### config.mk
export PLATFORM = sky130hd
export DESIGN_NAME = dsq_cell
export DESIGN_NICKNAME = d
export VERILOG_FILES = /design/src/dsq_pkg.sv /design/src/dsq_cell.sv
export SDC_FILE = /design/constraint.sdc
export NUM_CORES = 1
export LEC_CHECK = 0
export ABC_AREA = 1
export BUFFER_PORTS_ARGS = -buffer_cell sky130_fd_sc_hd__clkbuf_2
export CORE_MARGIN = 2
export CORE_UTILIZATION = 51
export DETAILED_ROUTE_END_ITERATION = 7
export HOLD_SLACK_MARGIN = 0.08
export PLACE_DENSITY = 0.8
export SLEW_MARGIN = 40
export SYNTH_ARGS = -nofsm -noshare
export SYNTH_HDL_FRONTEND = slang
export SYNTH_SLANG_ARGS = --single-unit
### constraint.sdc
create_clock -name clk_i -period 2.52 [get_ports clk_i]
set_input_delay 0.252 -clock clk_i [delete_from_list [all_inputs] [get_ports clk_i]]
set_output_delay 0.252 -clock clk_i [all_outputs]
set_load 0.02 [all_outputs]
### src/dsq_pkg.sv
// Package for the delta sleep queue: entry, token and control types,
// operation and status codes, field widths and default sizes.
// No dependencies.
package dsq_pkg;

  // Default sizes
  localparam int unsigned QueueDepthDef = 16;
  localparam int unsigned MaxResults    = 16;

  // Field widths
  localparam int unsigned DeltaW   = 32;
  localparam int unsigned IdW      = 8;
  localparam int unsigned OpW      = 3;
  localparam int unsigned LenW     = 5;
  localparam int unsigned InDataW  = 40;  // thread_id, amount
  localparam int unsigned InUserW  = 3;   // op
  localparam int unsigned OutDataW = 16;  // woken_id, queue_length, pad
  localparam int unsigned OutUserW = 3;   // status, released

  typedef enum logic [OpW-1:0] {
    OP_INSERT  = 3'd0,
    OP_TICK    = 3'd1,
    OP_INCR    = 3'd2,
    OP_WAKE    = 3'd3,
    OP_SNOOZE  = 3'd4,
    OP_RELEASE = 3'd5
  } dsq_op_e;

  typedef enum logic [1:0] {
    ST_OK    = 2'd0,
    ST_ZERO  = 2'd1,
    ST_EMPTY = 2'd2,
    ST_FULL  = 2'd3
  } dsq_status_e;

  // One queue entry: delta after its predecessor and thread id
  typedef struct packed {
    logic [DeltaW-1:0] delta;
    logic [IdW-1:0]    id;
  } dsq_entry_t;

  // Insert token walking down the chain
  typedef struct packed {
    logic              vld;
    logic [DeltaW-1:0] rem;
    logic [IdW-1:0]    id;
  } dsq_tok_t;

  // Broadcast control from the sequencer to every cell
  typedef struct packed {
    logic              pop;
    logic              head_wr;
    logic [DeltaW-1:0] head_delta;
    logic              tok_start;
    logic [DeltaW-1:0] new_rem;
    logic [IdW-1:0]    new_id;
    logic              place;
  } dsq_ctrl_t;

endpackage

### src/dsq_cell.sv
// One cell of the delta sleep queue chain: holds one entry and the insert
// token slot; shifts with its neighbors on pop and insert.
// Depends on dsq_pkg.
module dsq_cell import dsq_pkg::*; #(
  parameter bit IsHead = 1'b0
) (
  input  logic       clk_i,
  input  logic       rst_ni,
  input  dsq_ctrl_t  ctrl_i,
  input  logic       occ_i,        // entry holds a sleeping thread
  input  dsq_entry_t left_shift_i, // entry offered by the left neighbor
  input  dsq_tok_t   left_tok_i,   // token handed on by the left neighbor
  input  dsq_entry_t right_ent_i,  // entry of the right neighbor
  output dsq_entry_t ent_o,
  output dsq_entry_t shift_o,
  output dsq_tok_t   tok_o,
  output logic       place_o
);

  dsq_entry_t ent_q, ent_d;
  logic       tok_vld_q, tok_vld_d;
  logic [DeltaW-1:0] tok_rem_q, tok_rem_d;
  logic [IdW-1:0]    tok_id_q, tok_id_d;
  logic       passed_q, passed_d;
  logic       here, lt;

  // Token compare: move on past a strictly smaller delta
  always_comb begin
    here    = tok_vld_q;
    lt      = occ_i && (ent_q.delta < tok_rem_q);
    place_o = here && !lt;
    tok_o.vld = here && lt;
    tok_o.rem = tok_rem_q - ent_q.delta;
    tok_o.id  = tok_id_q;
    // The entry displaced by a new one loses the new delta
    if (place_o) begin
      shift_o.delta = ent_q.delta - tok_rem_q;
      shift_o.id    = ent_q.id;
    end else begin
      shift_o = ent_q;
    end
  end

  // Token slot and passed flag
  always_comb begin
    if (ctrl_i.tok_start) begin
      tok_vld_d = IsHead;
      tok_rem_d = ctrl_i.new_rem;
      tok_id_d  = ctrl_i.new_id;
      passed_d  = 1'b0;
    end else begin
      tok_vld_d = left_tok_i.vld;
      tok_rem_d = left_tok_i.rem;
      tok_id_d  = left_tok_i.id;
      passed_d  = passed_q | (here && lt);
    end
  end

  // Entry update
  always_comb begin
    ent_d = ent_q;
    if (ctrl_i.pop) begin
      ent_d = right_ent_i;
    end else if (ctrl_i.head_wr && IsHead) begin
      ent_d.delta = ctrl_i.head_delta;
    end else if (ctrl_i.place && !passed_q) begin
      if (here) begin
        ent_d.delta = tok_rem_q;
        ent_d.id    = tok_id_q;
      end else begin
        ent_d = left_shift_i;
      end
    end
  end

  always_ff @(posedge clk_i or negedge rst_ni) begin
    if (!rst_ni) begin
      tok_vld_q <= 1'b0;
      passed_q  <= 1'b0;
    end else begin
      tok_vld_q <= tok_vld_d;
      passed_q  <= passed_d;
    end
  end

  // Payload, no reset
  always_ff @(posedge clk_i) begin
    ent_q     <= ent_d;
    tok_rem_q <= tok_rem_d;
    tok_id_q  <= tok_id_d;
  end

  assign ent_o = ent_q;

endmodule

Yosys cells after proc, flatten, opt, wreduce, memory -nomap -nowiden --
Cells that the tools add are included.
Cells by class: reduce and logical (&&, ||, !) cells 7, mux-type cells 8, magnitude comparators 1, add/subtract/negate cells 2, bitwise gates (word level) 1
Operator list (count):
- 2-to-1 mux 40 bit | 4
- subtractor 32 bit | 2
- < comparator 32 bit | 1
- 2-to-1 mux 32 bit | 1
- 2-to-1 mux 8 bit | 1
- logical AND 1 bit | 4
- zero test 1 bit | 2
- 2-to-1 mux 1 bit | 2
- nonzero test 2 bit | 1
- OR 1 bit | 1
Storage, ports and cells: input port bits 200, register bits 82

Logic depth before layout (Yosys ltp) --
word-level depth 5, depth in mapped cells 16, depth with buffers taken out 15

Worst setup path after synthesis --
Ideal clock, no wire load.
kind register to output, start register ent_q (netlist bit ent_o[8]), end output port shift_o[30] (netlist name), path slack -0.084 ns, arrival time 2.352 ns, cell stages (with the launch flop) 16, cell sequence edfxtp_1 -> inv_1 -> ha_1 -> fa_1 -> inv_1 -> nand3_2 -> nand2_2 -> nand2_2 -> nand2_4 -> nand2_4 -> nand2_4 -> nand3_4 -> a21oi_4 -> buf_6 -> nand2_1 -> nand2_1
RTL lines:
- start, declared | line dsq_cell.sv:20 | dsq_entry_t ent_q, ent_d;
- start signal, assigned | line dsq_cell.sv:88 | ent_q <= ent_d;
- end, declared | line dsq_cell.sv:15 | output dsq_entry_t shift_o,

==> results.md <==
- Post-route insts no fill: 1906
- Total negative slack: -11.83 ns
- Via count: 10450
- First-pass GRT wire length: 50020 um
- Synth top area cells: nand2_1, edfxtp_1, dfxtp_1
- Mapped Cells: 1290
- RSZ-0062 raised after global routing: yes
- CTS sink cnt: 82
- Slew Viols, Final: 0
- R2R cell count: 12
- Initial antenna violation count: 0
- Fin crit share: 114.5%
- Number of synthesized flops with an enable pin: 40
- Worst slew margin: 63.59%
- Violated checks: setup timing
- CP endpoint: tok_o[32]
- DRT iter0 DRCs: 903
- Die area: 17590 um^2
- Vias per cell: 5.483
- Register bit total from synthesis: 82
- Status: finished with violations
- Dpl hpwl: 26020 um
- Placed insts: 1852
- Core ar.: 16410 um^2
- Chip Width: 132.6 um
- Gr ovfl total: 0
- Post-synthesis cell type count: 41
- CTS root buffer: clkbuf_16
- Post-Syn Area: 8441 um^2
- Async set or reset register ratio after synthesis: 2.439%
- Placed cell areas: 10710 um^2
- Final hold viol count: 0
- Critical path arrival: 2.63 ns
- Flop2flop setup slack: 0.45 ns
- Max-Cap Viols: 0
- Worst-path clk slew: 0.06 ns
- Synth Flop Type: edfxtp_1
- DRT Pass-1 Iters: 7
- Worst Setup SP: ent_o[9]$_DFFE_PP_
- Critical path fanouts, max: 3
- Wire per inst: 18.84 um
- Num ports: 322
- Clock skew: 0.007098 ns
- Reg2reg start: ent_o[30]$_DFFE_PP_
- Pin count of the biggest net entering global routing: 47
- List of most frequent post-synthesis cells: nand2_1, inv_1, a21oi_1, nor2_1, ha_1
- Vias in the first global route: 9744
- Power Density: 591.9 nW/um^2
- Hold Path Origin: left_tok_i[40]
- Worst-Skew Late Latency: 0.34 ns
- Die Y: 132.6 um
- Antenna diodes: 0
- CTS tree: built
- Leak Pwr: 7.033 nW
- Fmax achieved: 346.6 MHz
- Final setup margin: -0.3651 ns
- Startpoint Class: flip-flop
- Top-count cell post-synth: nand2_1
- Worst-margin pin slew: 0.5461 ns
- Final Critical Period: 2.885 ns
- Avg Cell Area, Syn: 6.543 um^2
- CP endpoint kind: output pin
- GRT Overall Usage: 36.04%
- Routability Congestion: 0.9895
- Syn-to-layout area delta: 55.75%
- Setup Viol. Count Final: 52
- Setup CP Type: reg2out
- Remaining DRCs: 0
- H-tree levels: 3
- Antenna viol nets, final: 0
- Nets@finish: 1946
- Share of the synthesized area in the top cell type: 18.10%
- Design Area, Final: 13150 um^2
- Starting Density: 51.45%
- Yosys Warn Count: 0
- Share of cells above drive strength 1: 47.21%
- Total CTS buffers: 9
- DRT Wirelength: 35910 um
- Number of port buffers: 288
- Synth Net Count: 1555
- Hold Path Class: in2reg
- Synth area leader: nand2_1
- Post-synthesis sequential area ratio: 24.31%
- Row count: 47
- Worst path required time: 2.27 ns
- Longest Clk Path Bufs: 2
- VDD IR max: 659.6 uV
- Reg2reg end: passed_q$_DFF_PN0_
[metal layers]
layer  vias up  GRT usage [%]  routed length, um
li1       4810              -                  -
met1      4860          47.50              13550
met2       652          61.51              17460
met3       128          5.402               3532
met4         0          10.16               1360
met5         -              0                  0
[worst min-delay path by stage]
stage,end,cells past startpoint
final,here$_DFF_PN0_,3
after CTS,here$_DFF_PN0_,3
after global routing,tok_id_q[1]$_DFF_P_,2
after global placement,passed_q$_DFF_PN0_,1
after detailed placement,passed_q$_DFF_PN0_,1
after floorplan,here$_DFF_PN0_,0
[logic make-up (layout without fill, tap and decap cells)]
family	after synthesis	in the layout	share of synthesized area, %
AO/OA/AOI/OAI	189	189	12.26
XOR/XNOR	38	38	3.943
adder cells (fa/ha/maj)	65	65	9.813
buffers and inverters	273	669	13.86
flip-flops	82	82	24.31
multiplexers	40	40	5.336
AND/OR/NAND/NOR	603	603	30.48
[cell type report]
class                           count  area, um^2
Multi-Input combinational cell    935        6578
Fill cell                        1081        3261
Timing Repair Buffer              438        3136
Sequential cell                    82        2054
Inverter                          215       814.5
Tap cell                          220       275.3
Clock buffer                       12       236.5
Clock inverter                      4       52.55
[registers in the layout, indices dropped and copies added (netlist names)]
register / flops
ent_o: 40
tok_rem_q: 32
here: 1
tok_id_q: 8
passed_q: 1
[report_power, final]
part	switching, W	total, W	internal [W]
clock network	0.000520	0.00129	0.000772
logic	0.00281	0.00482	0.00202
registers	0.000128	0.00167	0.00154
[worst max-delay path, stage by stage, from the launching register on]
cell and delay [ns]:
edfxtp_1 0.47, buf_6 0.17, buf_6 0.11, fa_2 0.41, o21ai_2 0.16, buf_6 0.13
a21o_1 0.22, nand2_2 0.09, nand3_2 0.09, xor2_2 0.24, clkbuf_8 0.20
[through the flow]
step / hold slack (ns) / total power, W / util (%) / setup WS [ns]
3_5_place_dp: 0.03890 / 0.005213 / 65.26 / -0.08271
4_1_cts: 0.1223 / 0.006947 / 72.69 / -0.2727
3_3_place_gp: 0.03899 / 0.005177 / 65.26 / -0.02471
2_1_floorplan: -0.04359 / 0.003850 / - / 0.001387
6_report: 0.1234 / 0.007782 / 80.13 / -0.3651
5_1_grt: 0.1457 / 0.008092 / 80.13 / -0.4503
[cell usage in the layout (no fill, tap or decap), types with 7 or more instances in the layout]
master,netlist,layout
nand3_2,2,12
nand2_4,10,46
buf_4,19,131
o21ai_2,1,8
edfxtp_1,40,40
nand2_1,407,302
clkbuf_16,0,10
a21o_1,7,7
a21oi_1,143,106
xor2_1,31,23
inv_2,5,18
nand2_2,21,89
buf_6,8,44
nand3_1,59,47
nor2_2,2,16
mux2_2,40,40
nor2_1,87,61
ha_4,0,26
buf_8,0,18
ha_1,63,34
xor2_2,0,7
inv_1,208,194
a21oi_2,4,34
dfxtp_1,40,39
clkbuf_2,1,231
nor2_4,4,16
a21oi_4,2,9
[repair_timing]
item / CTS / global route
resized for setup: 199 / 311
setup buffers: 13 / 23
cloned: 1 / 1
pin swaps: 33 / 75
endpoints found under the hold margin: 2 / 0
hold buffers: 1 / 0
endpoints found under the setup margin: 61 / 57
Note: power is estimated with default switching activity, not from simulation.
